$ cat src/hdl/b64d_pkg.sv
package b64d_pkg;

  localparam logic [7:0] PAD_CHAR = 8'h3D;

  localparam logic [1:0] KIND_DATA = 2'd0;
  localparam logic [1:0] KIND_PAD  = 2'd1;
  localparam logic [1:0] KIND_BAD  = 2'd2;

  localparam int QUEUE_DEPTH = 2;
  localparam int PTR_W       = $clog2(QUEUE_DEPTH);
  localparam int COUNT_W     = $clog2(QUEUE_DEPTH + 1);

  typedef struct packed {
    logic [1:0] kind;
    logic [5:0] sextet;
    logic       eot;
  } b64d_rec_t;

  typedef struct packed {
    logic [7:0] data_byte;
    logic       byte_valid;
    logic       last_result;
    logic       bad_input;
  } b64d_res_t;

  function automatic b64d_rec_t classify(input logic [7:0] c, input logic eot);
    b64d_rec_t  r;
    logic [7:0] t;
    r.eot    = eot;
    r.kind   = KIND_DATA;
    t        = 8'd0;
    case (c) inside
      [8'h41:8'h5A]: t = c - 8'd65;
      [8'h61:8'h7A]: t = c - 8'd71;
      [8'h30:8'h39]: t = c + 8'd4;
      8'h2B:         t = 8'd62;
      8'h2F:         t = 8'd63;
      PAD_CHAR:      r.kind = KIND_PAD;
      default:       r.kind = KIND_BAD;
    endcase
    r.sextet = t[5:0];
    return r;
  endfunction

endpackage

$ cat src/hdl/b64d_front.sv
module b64d_front
  import b64d_pkg::*;
(
  input  logic       clk,
  input  logic       rst,
  input  logic       push,
  output logic       full,
  input  logic [7:0] char_code,
  input  logic       end_of_text,
  output b64d_rec_t  rec,
  output logic       rec_valid,
  input  logic       rec_take
);

  b64d_rec_t          mem [QUEUE_DEPTH];
  logic [PTR_W-1:0]   wptr;
  logic [PTR_W-1:0]   rptr;
  logic [COUNT_W-1:0] count;
  logic               do_push;
  logic               do_take;

  assign full      = (count == COUNT_W'(QUEUE_DEPTH));
  assign rec_valid = (count != '0);
  assign rec       = mem[rptr];
  assign do_push   = push && !full;
  assign do_take   = rec_take && rec_valid;

  always_ff @(posedge clk) begin
    if (do_push) begin
      mem[wptr] <= classify(char_code, end_of_text);
    end
  end

  always_ff @(posedge clk) begin
    if (rst) begin
      wptr  <= '0;
      rptr  <= '0;
      count <= '0;
    end else begin
      if (do_push) begin
        wptr <= PTR_W'(wptr + 1'b1);
      end
      if (do_take) begin
        rptr <= PTR_W'(rptr + 1'b1);
      end
      case ({do_push, do_take})
        2'b10:   count <= COUNT_W'(count + 1'b1);
        2'b01:   count <= COUNT_W'(count - 1'b1);
        default: count <= count;
      endcase
    end
  end

endmodule

$ cat src/hdl/b64d_back.sv
module b64d_back
  import b64d_pkg::*;
(
  input  logic       clk,
  input  logic       rst,
  input  b64d_rec_t  rec,
  input  logic       rec_valid,
  output logic       rec_take,
  output logic       empty,
  input  logic       pop,
  output b64d_res_t  res
);

  logic [1:0]         group_position;
  logic [5:0]         held_sextet;
  logic               pad_seen;
  b64d_res_t          mem [QUEUE_DEPTH];
  logic [PTR_W-1:0]   wptr;
  logic [PTR_W-1:0]   rptr;
  logic [COUNT_W-1:0] count;
  logic               do_pop;
  logic               room;
  logic               is_bad;
  logic               is_pad;
  logic               is_data;
  logic               emit;
  logic               do_push;
  b64d_res_t          res_next;

  assign empty    = (count == '0);
  assign res      = mem[rptr];
  assign do_pop   = pop && !empty;
  assign room     = (count != COUNT_W'(QUEUE_DEPTH)) || do_pop;
  assign rec_take = rec_valid && room;

  assign is_bad  = (rec.kind == KIND_BAD) || ((rec.kind == KIND_DATA) && pad_seen);
  assign is_pad  = (rec.kind == KIND_PAD);
  assign is_data = !is_bad && !is_pad;

  always_comb begin
    res_next = '0;
    res_next.last_result = rec.eot;
    res_next.bad_input   = is_bad;
    if (is_data) begin
      case (group_position)
        2'd1: begin
          res_next.data_byte  = {held_sextet, rec.sextet[5:4]};
          res_next.byte_valid = 1'b1;
        end
        2'd2: begin
          res_next.data_byte  = {held_sextet[3:0], rec.sextet[5:2]};
          res_next.byte_valid = 1'b1;
        end
        2'd3: begin
          res_next.data_byte  = {held_sextet[1:0], rec.sextet};
          res_next.byte_valid = 1'b1;
        end
        default: res_next.byte_valid = 1'b0;
      endcase
    end
  end

  assign emit    = res_next.last_result || res_next.byte_valid || res_next.bad_input;
  assign do_push = rec_take && emit;

  always_ff @(posedge clk) begin
    if (rst) begin
      group_position <= '0;
      held_sextet    <= '0;
      pad_seen       <= 1'b0;
    end else if (rec_take) begin
      if (rec.eot) begin
        group_position <= '0;
        held_sextet    <= '0;
        pad_seen       <= 1'b0;
      end else if (is_pad) begin
        pad_seen       <= 1'b1;
        group_position <= 2'(group_position + 1'b1);
      end else if (is_data) begin
        held_sextet    <= rec.sextet;
        group_position <= 2'(group_position + 1'b1);
      end
    end
  end

  always_ff @(posedge clk) begin
    if (do_push) begin
      mem[wptr] <= res_next;
    end
  end

  always_ff @(posedge clk) begin
    if (rst) begin
      wptr  <= '0;
      rptr  <= '0;
      count <= '0;
    end else begin
      if (do_push) begin
        wptr <= PTR_W'(wptr + 1'b1);
      end
      if (do_pop) begin
        rptr <= PTR_W'(rptr + 1'b1);
      end
      case ({do_push, do_pop})
        2'b10:   count <= COUNT_W'(count + 1'b1);
        2'b01:   count <= COUNT_W'(count - 1'b1);
        default: count <= count;
      endcase
    end
  end

  a_no_overfill: assert property (@(posedge clk) disable iff (rst)
    count <= COUNT_W'(QUEUE_DEPTH))
    else $error("result queue overfilled");

  a_eot_clears: assert property (@(posedge clk) disable iff (rst)
    rec_take && rec.eot |=> group_position == '0 && !pad_seen && held_sextet == '0)
    else $error("state not cleared after end of text");

  a_eot_emits: assert property (@(posedge clk) disable iff (rst)
    rec_take && rec.eot |-> do_push)
    else $error("end of text gave no word");

  a_data_after_pad: assert property (@(posedge clk) disable iff (rst)
    rec_take && pad_seen && rec.kind == KIND_DATA |-> do_push && !res_next.byte_valid)
    else $error("data after pad produced a byte");

  a_head_flags: assert property (@(posedge clk) disable iff (rst)
    !empty |-> !(res.byte_valid && res.bad_input))
    else $error("word both valid and bad");

endmodule

$ cat src/hdl/base64_stream_decoder_core.sv
// Streaming Base64 decoder, standard alphabet with '=' padding.
// Input side is a queue write port: present char_code and end_of_text with
// push high; the word is taken at a rising edge with push high and full low.
// Result side is a queue read port: while empty is low the oldest result sits
// on data_byte, byte_valid, last_result and bad_input; pop high at a rising
// edge with empty low removes it.
// A character gives a result only when it completes a byte or is bad; an
// end-of-text character always gives one result with last_result set, after
// which the group position, held sextet and pad flag return to zero.
// A taken character is registered in the classify queue; assembly then takes
// it when the result queue has room and writes its result straight into that queue.
// Throughput: one character per cycle while the result queue has room.
// Each side holds a two-word queue, so a stalled reader first fills the result
// queue, then the input queue, and only then raises full; nothing is dropped.
// Reset (rst, synchronous) empties both queues and clears the decoder state.
module base64_stream_decoder_core
  import b64d_pkg::*;
(
  input  logic       clk,
  input  logic       rst,
  input  logic       push,
  output logic       full,
  input  logic [7:0] char_code,
  input  logic       end_of_text,
  output logic       empty,
  input  logic       pop,
  output logic [7:0] data_byte,
  output logic       byte_valid,
  output logic       last_result,
  output logic       bad_input
);

  b64d_rec_t rec;
  logic      rec_valid;
  logic      rec_take;
  b64d_res_t res;

  b64d_front u_front (
    .clk         (clk),
    .rst         (rst),
    .push        (push),
    .full        (full),
    .char_code   (char_code),
    .end_of_text (end_of_text),
    .rec         (rec),
    .rec_valid   (rec_valid),
    .rec_take    (rec_take)
  );

  b64d_back u_back (
    .clk       (clk),
    .rst       (rst),
    .rec       (rec),
    .rec_valid (rec_valid),
    .rec_take  (rec_take),
    .empty     (empty),
    .pop       (pop),
    .res       (res)
  );

  assign data_byte   = res.data_byte;
  assign byte_valid  = res.byte_valid;
  assign last_result = res.last_result;
  assign bad_input   = res.bad_input;

endmodule

$ cat config.mk
export PLATFORM = sky130hd
export DESIGN_NAME = base64_stream_decoder_core
export DESIGN_NICKNAME = d
export VERILOG_FILES = /design/src/hdl/b64d_pkg.sv /design/src/hdl/b64d_front.sv /design/src/hdl/b64d_back.sv /design/src/hdl/base64_stream_decoder_core.sv
export SDC_FILE = /design/constraint.sdc
export NUM_CORES = 1
export LEC_CHECK = 0
export ABC_AREA = 0
export BUFFER_PORTS_ARGS = -buffer_cell sky130_fd_sc_hd__buf_2
export CORE_ASPECT_RATIO = 1.75
export CORE_MARGIN = 3
export CORE_UTILIZATION = 45
export DETAILED_ROUTE_END_ITERATION = 6
export GPL_ROUTABILITY_DRIVEN = 0
export HOLD_SLACK_MARGIN = 0.03
export PLACE_DENSITY = 0.62
export SYNTH_ARGS = -nofsm -noshare
export SYNTH_HDL_FRONTEND = slang
export SYNTH_SLANG_ARGS = --single-unit
$ cat constraint.sdc
create_clock -name clk -period 2.1 [get_ports clk]
set_input_delay 0.21 -clock clk [delete_from_list [all_inputs] [get_ports clk]]
set_output_delay 0.21 -clock clk [all_outputs]
set_load 0.02 [all_outputs]
==> results of run 1 <==
[timing repair]
item | 4_1_cts | 5_1_grt
buffers inserted | 0 | 6
hold buffers | 0 | 0
hold endpoints to repair | 0 | 0
endpoints found under the setup margin | 0 | 2
resized for setup | 0 | 8
[state kept, by name (all words and copies together) (netlist names), named ones only]
signal,count
u_back.mem,22
u_back.wptr,1
u_front.count,2
u_front.wptr,1
u_front.mem,18
u_back.held_sextet,6
u_back.group_position,2
u_back.rptr,1
u_back.count,2
u_back.pad_seen,1
u_front.rptr,1
[layout make-up]
type                            count  area [um^2]  share of cell area, %
Clock buffer                       13          250                   6.43
Clock inverter                      3         13.8                  0.354
Inverter                           17         63.8                   1.64
Multi-Input combinational cell    183         1520                   39.0
Sequential cell                    59         1590                   40.7
Tap cell                           84          105                   2.70
Timing Repair Buffer               55          354                   9.10
[metal layers]
layer	global-route usage, %	wire length, um
met3	2.91	163
met1	13.8	2020
met5	0	0
met4	9.71	180
met2	30.0	3570
[per-stage QoR]
step	std cells	util, %
3_3_place_gp	392	51.1
5_1_grt	414	56.3
6_report	414	56.3
3_5_place_dp	392	51.1
4_1_cts	408	55.0
2_1_floorplan	272	-
[critical path: cells and delay by family, from the launching register on]
kind	cells	cell delay, ns
compound gates	3	0.54
xor+xnor	1	0.12
fa+ha+maj	1	0.16
buf+inv	1	0.15
flops	1	0.43
simple gates	2	0.60
[synthesized netlist by cell type (all sizes together), types with 2 or more instances]
library cell,count
edfxtp,40
nor2,27
dfxtp,19
mux2,19
inv,16
ha,15
a31oi,11
nand2,11
buf,10
nand3,9
a222oi,8
xnor2,8
nand4b,6
nor4,6
and3,5
a21oi,4
mux2i,4
nand2b,4
nor3,4
o21ai,4
clkbuf,3
xor2,3
a211oi,2
a221o,2
nand4,2
nor2b,2
o31ai,2
or2,2
or3,2
[where the power goes]
group | switching (mW) | total, mW | internal [mW]
combinational | 0.933 | 1.73 | 0.793
clock | 0.444 | 1.26 | 0.818
sequential | 0.162 | 1.71 | 1.54
[worst paths after layout]
check | start | endpoint
min | end_of_text | u_front.mem[1][0]$_DFFE_PP_
min reg2reg | u_back.count[1]$_SDFFE_PP0P_ | u_back.count[1]$_SDFFE_PP0P_
max | u_front.mem[0][8]$_DFFE_PP_ | u_back.count[1]$_SDFFE_PP0P_
max reg2reg | u_front.mem[0][8]$_DFFE_PP_ | u_back.count[1]$_SDFFE_PP0P_
[cells by family after synthesis]
| family | Yosys count | share of synthesized area [%] |
|---|---|---|
| muxes | 23 | 8.57 |
| and+or+nand+nor | 88 | 16.9 |
| adders and majority gates | 15 | 5.87 |
| xor gates and xnor gates | 11 | 3.01 |
| DFF | 59 | 49.5 |
| AOI/OAI and AO/OA | 46 | 11.8 |
| buffers and inverters | 30 | 4.34 |
==> out/qor.csv, run 1 <==
stage;metric;value;unit
layout;layout_commonest_cell;edfxtp_1;
timing;fin_crit;2.05;ns
global_route;grt_max_degree;23;
cts;cts_tree;done;
synthesis;synth_ff_type;edfxtp_1;
layout;nets;353;
place;dp_slack;0.0129;ns
die;die_h;118;um
critical_path;worst_path_largest_cell_delay;0.43;ns
synthesis;synth_fp_nets;300;
routing;vias;2258;
timing;finalSetupViolations;0;
global_route;antenna_found_initial;0;
synthesis;ys_seq_area_share;49.5;%
status;status;finished, final reports clean;
pwr;leakage;1.48;nW
critical_path;worst_setup_path_end_kind;register;
pwr;powerDensity;1210;nW/um^2
cts;clk_latency;0.32;ns
layout;drive_above_1_share;34.8;%
place;dpl.hpwl;4.52;mm
hold_path;min_path_cells;1;
layout;num_antenna_cells;0;
critical_path;required;2.35;ns
critical_path;reg2regPathDepth;8;
die;core_area;6910;um^2
global_route;grt_pass1_vias;2213;
die;io_pins;26;
global_route;grt_overflow_total;0;
timing;tns;0;ns
global_route;grt_pass1_wl;9.93;mm
cts;htreeDepth;3;
synthesis;yosys_warnings;0;
place;dpl-instance-area;3530;um^2
die;dieArea;8190;um^2
timing;hold_violations;0;
synthesis;synth_largest_area_cell;edfxtp_1;
place;portBuffers;25;
die;initial_core_util;46.3;%
cts;path_clk_slew;0.05;ns
synthesis;netlist.area_leader.share;37.6;%
layout;design_area;3890;um^2
synthesis;synth_cell_type_count;66;
timing;period_share;97.7;%
pwr;vdd_ir_drop_max;0.503;mV
synthesis;synth_edf_count;40;
critical_path;critical_path_arrival;2.31;ns
timing;setup_ws;0.0475;ns
global_route;gr-usage-all-layers;15.4;%
critical_path;critPathLaunchType;register;
timing;holdWs;0.0870;ns
pwr;p_total;4.70;mW
timing;skew;0.00563;ns
synthesis;ys_async_sr_fraction;0;%
cts;clock-root-buffer;clkbuf_16;
routing;remaining_drc_errors;0;
cts;cts_buffers;9;
synthesis;netlist_instances;272;
timing;slew_viol_final;0;
die;die_w;69.7;um
layout;mostFrequentLayoutCells;edfxtp_1 (40), buf_4 (29), nor2_1 (26);
layout;syn2layout_area_growth;21.7;%
timing;tightest_slew;0.476;ns
synthesis;synth-seq-cells;59;
critical_path;cp_max_fo;4;
critical_path;crit_type;reg2reg;
timing;fmax;487;MHz
cts;clock_sinks;59;
routing;initialDrtViolationCount;195;
routing;routedWlPerCell;14.3;um
die;rows;40;
timing;slew_headroom;68.2;%
synthesis;syn_area;3200;um^2
routing;antenna_left;0;
synthesis;ys_top_cells_by_area;edfxtp_1 (38%), dfxtp_1 (12%), mux2_2 (6.0%), ha_1 (5.9%), nor2_1 (3.1%);
routing;totalWireLength;5.93;mm
layout;fill_cells;609;
critical_path;crit_slowest_cell;edfxtp_1;
hold_path;hold_class;in2reg;
routing;drt-vias-per-instance;5.45;
synthesis;syn_area_per_cell;11.8;um^2
routing;drtPass1Iterations;5;
critical_path;reg2reg_slack;0.05;ns
critical_path;crit_chain;buf_6, nor4_4, o41ai_4, a31o_2, ha_4, xnor2_1, or3_1, a21oi_1;
run;cap_viol_max_count;0;
timing;grt_setup_unrepaired;true;
cts;cts.path.max_buffers;2;
(Power assumes the default switching activity.)
==> run 2: changes to the inputs <==
- BUFFER_PORTS_ARGS: -buffer_cell sky130_fd_sc_hd__buf_2 -> unset
- DONT_BUFFER_PORTS: unset -> 1
- HOLD_SLACK_MARGIN: 0.03 -> 0.12
- PLACE_DENSITY: 0.62 -> 0.59
==> out/qor.csv, run 2 (synthesized netlist as in run 1, its figures left out) <==
stage;metric;value;unit
status;status;finished, final reports clean;
pwr;leakage;1.36;nW
critical_path;critPathLaunchType;register;
global_route;grt_pass1_vias;2108;
critical_path;timing.rr.end;u_back.count[1]$_SDFFE_PP0P_;
place;portBuffers;0;
routing;vias;2159;
global_route;antenna_found_initial;0;
timing;slew_viol_final;0;
cts;clock_sinks;59;
critical_path;cp_max_fo;4;
cts;clock-root-buffer;clkbuf_16;
global_route;grt_pass1_wl;10.1;mm
timing;hold_violations;0;
layout;num_antenna_cells;0;
layout;drive_above_1_share;27.6;%
die;rows;40;
critical_path;crit_slowest_cell;edfxtp_1;
global_route;grt_overflow_total;0;
pwr;swShare;32.2;%
cts;path_clk_slew;0.05;ns
routing;routedWlPerCell;15.9;um
layout;nets;320;
die;die_w;69.7;um
layout;reg.largest.list;u_back.mem (22), u_front.mem (18), u_back.held_sextet (6);
critical_path;crit_chain;and3_4, o41ai_4, a31o_2, ha_4, or3_1, a21oi_1;
timing;slew_headroom;51.2;%
routing;initialDrtViolationCount;142;
timing;skew;0.00662;ns
critical_path;crit_start;u_front.mem[1][8]$_DFFE_PP_;
critical_path;r2r_start;u_front.mem[1][8]$_DFFE_PP_;
critical_path;reg2reg_slack;0.04;ns
cts;cts.path.max_buffers;2;
layout;layout_commonest_cell;edfxtp_1;
layout;largest_reg_flops;22;
global_route;gr-usage-all-layers;15.8;%
layout;finalCoreUtilization;54.3;%
timing;grt_setup_unrepaired;true;
global_route;grt_max_degree;19;
pwr;p_total;4.77;mW
run;cap_viol_max_count;0;
critical_path;path_buf_inv;0;
critical_path;cp.depth;6;
pwr;vdd_ir_drop_max;0.432;mV
critical_path;required;2.35;ns
die;initial_core_util;46.3;%
routing;antenna_left;0;
pwr;powerDensity;1270;nW/um^2
place;dpl.hpwl;4.51;mm
critical_path;worst_setup_path_end_kind;register;
timing;fmax;486;MHz
die;io_pins;26;
critical_path;reg2regPathDepth;6;
pwr;p_int;3.23;mW
timing;finalSetupViolations;0;
layout;syn2layout_area_growth;17.4;%
timing;period_share;97.9;%
timing;holdWs;0.129;ns
critical_path;worst_path_largest_cell_delay;0.46;ns
cts;clk_latency;0.33;ns
timing;fin_crit;2.06;ns
timing;tightest_slew;0.730;ns
routing;totalWireLength;6.07;mm
pwr;p_seq_share;35.8;%
hold_path;hold_class;in2reg;
layout;mostFrequentLayoutCells;edfxtp_1 (40), nor2_1 (26), buf_4 (19);
pwr;clkPwrFrac;30.2;%
critical_path;crit_type;reg2reg;
critical_path;critical_path_arrival;2.30;ns
pwr;p_sw;1.54;mW
die;dieArea;8190;um^2
die;core_area;6910;um^2
routing;drt-vias-per-instance;5.67;
cts;cts_tree;done;
critical_path;crit_end;u_back.count[1]$_SDFFE_PP0P_;
pwr;combinationalPowerShare;34.0;%
cts;htreeDepth;3;
timing;tns;0;ns
die;die_h;118;um
critical_path;cpLargestDelayFamily;compound AO/OA/AOI/OAI gates;
cts;cts_buffers;9;
routing;remaining_drc_errors;0;
routing;drtPass1Iterations;4;
layout;top_register;u_back.mem;
## run 2: cell types whose count changed in the layout (fill, tap and decap cells not counted), sizes merged
cell and change:
buf -36, bufinv +1, clkbuf -2, clkinvlp +1
dlygate4sd3 +3
## run 2: final cells by class
type / count / area [um^2]
multi-input combinational: 183 / 1530
sequential: 59 / 1580
clock buffer: 11 / 253
tap: 84 / 105
clock inverter: 5 / 51.3
fill: 594 / 3150
inverter: 17 / 63.8
timing repair buffer: 22 / 173
## run 2: per-stage QoR
| stage | area (um^2) | std cells | worst slack, ns |
|---|---|---|---|
| floorplan | 3200 | 272 | 0.00898 |
| CTS | 3700 | 380 | 0.0111 |
| global placement | 3360 | 361 | 0.0879 |
| global route | 3750 | 381 | -0.0600 |
| detailed placement | 3360 | 361 | 0.0349 |
| finish | 3750 | 381 | 0.0433 |
## run 2: timing repair
action                                 CTS  global route
setup endpoints to repair                0             2
endpoints found under the hold margin   21             0
gates resized for setup                  0             6
buffers inserted                         0             1
hold buffers                             3             0
## run 2: layer usage
metal / share of wire, % / up-vias / track usage, %
li1: - / 1062 / -
met1: 34 / 1035 / 15.2
met2: 59 / 50 / 29.7
met3: 4.2 / 12 / 3.50
met4: 2.5 / 0 / 9.23
met5: 0 / - / 0
## run 2: worst min path at each step
| stage | startpoint | to | slack [ns] | cells past startpoint |
|---|---|---|---|---|
| 6_report | rst | u_back.group_position[0]$_SDFFE_PP0P_ | 0.13 | 2 |
| 5_1_grt | char_code[1] | u_front.mem[0][2]$_DFFE_PP_ | 0.13 | 1 |
| 4_1_cts | rst | u_back.group_position[0]$_SDFFE_PP0P_ | 0.12 | 2 |
| 3_3_place_gp | rst | u_back.held_sextet[1]$_SDFFE_PP0P_ | 0.28 | 1 |
| 3_5_place_dp | rst | u_back.count[1]$_SDFFE_PP0P_ | 0.29 | 1 |
| 2_1_floorplan | end_of_text | u_front.mem[0][0]$_DFFE_PP_ | 0.31 | 0 |
## run 2: worst register-to-register path: cells and delay by family, from the launching register on
kind            cells  cell delay, ns
simple gates        2            0.57
flops               1            0.46
fa+ha+maj           1            0.21
compound gates      3            0.75
## run 2: power by group through the flow
stage | combinational (mW) | sequential (mW) | clock [mW]
floorplan | 1.22 | 1.66 | 0
global placement | 1.54 | 1.71 | 0
detailed placement | 1.55 | 1.71 | 0
CTS | 1.58 | 1.69 | 1.46
global route | 1.79 | 1.74 | 1.53
finish | 1.62 | 1.70 | 1.44
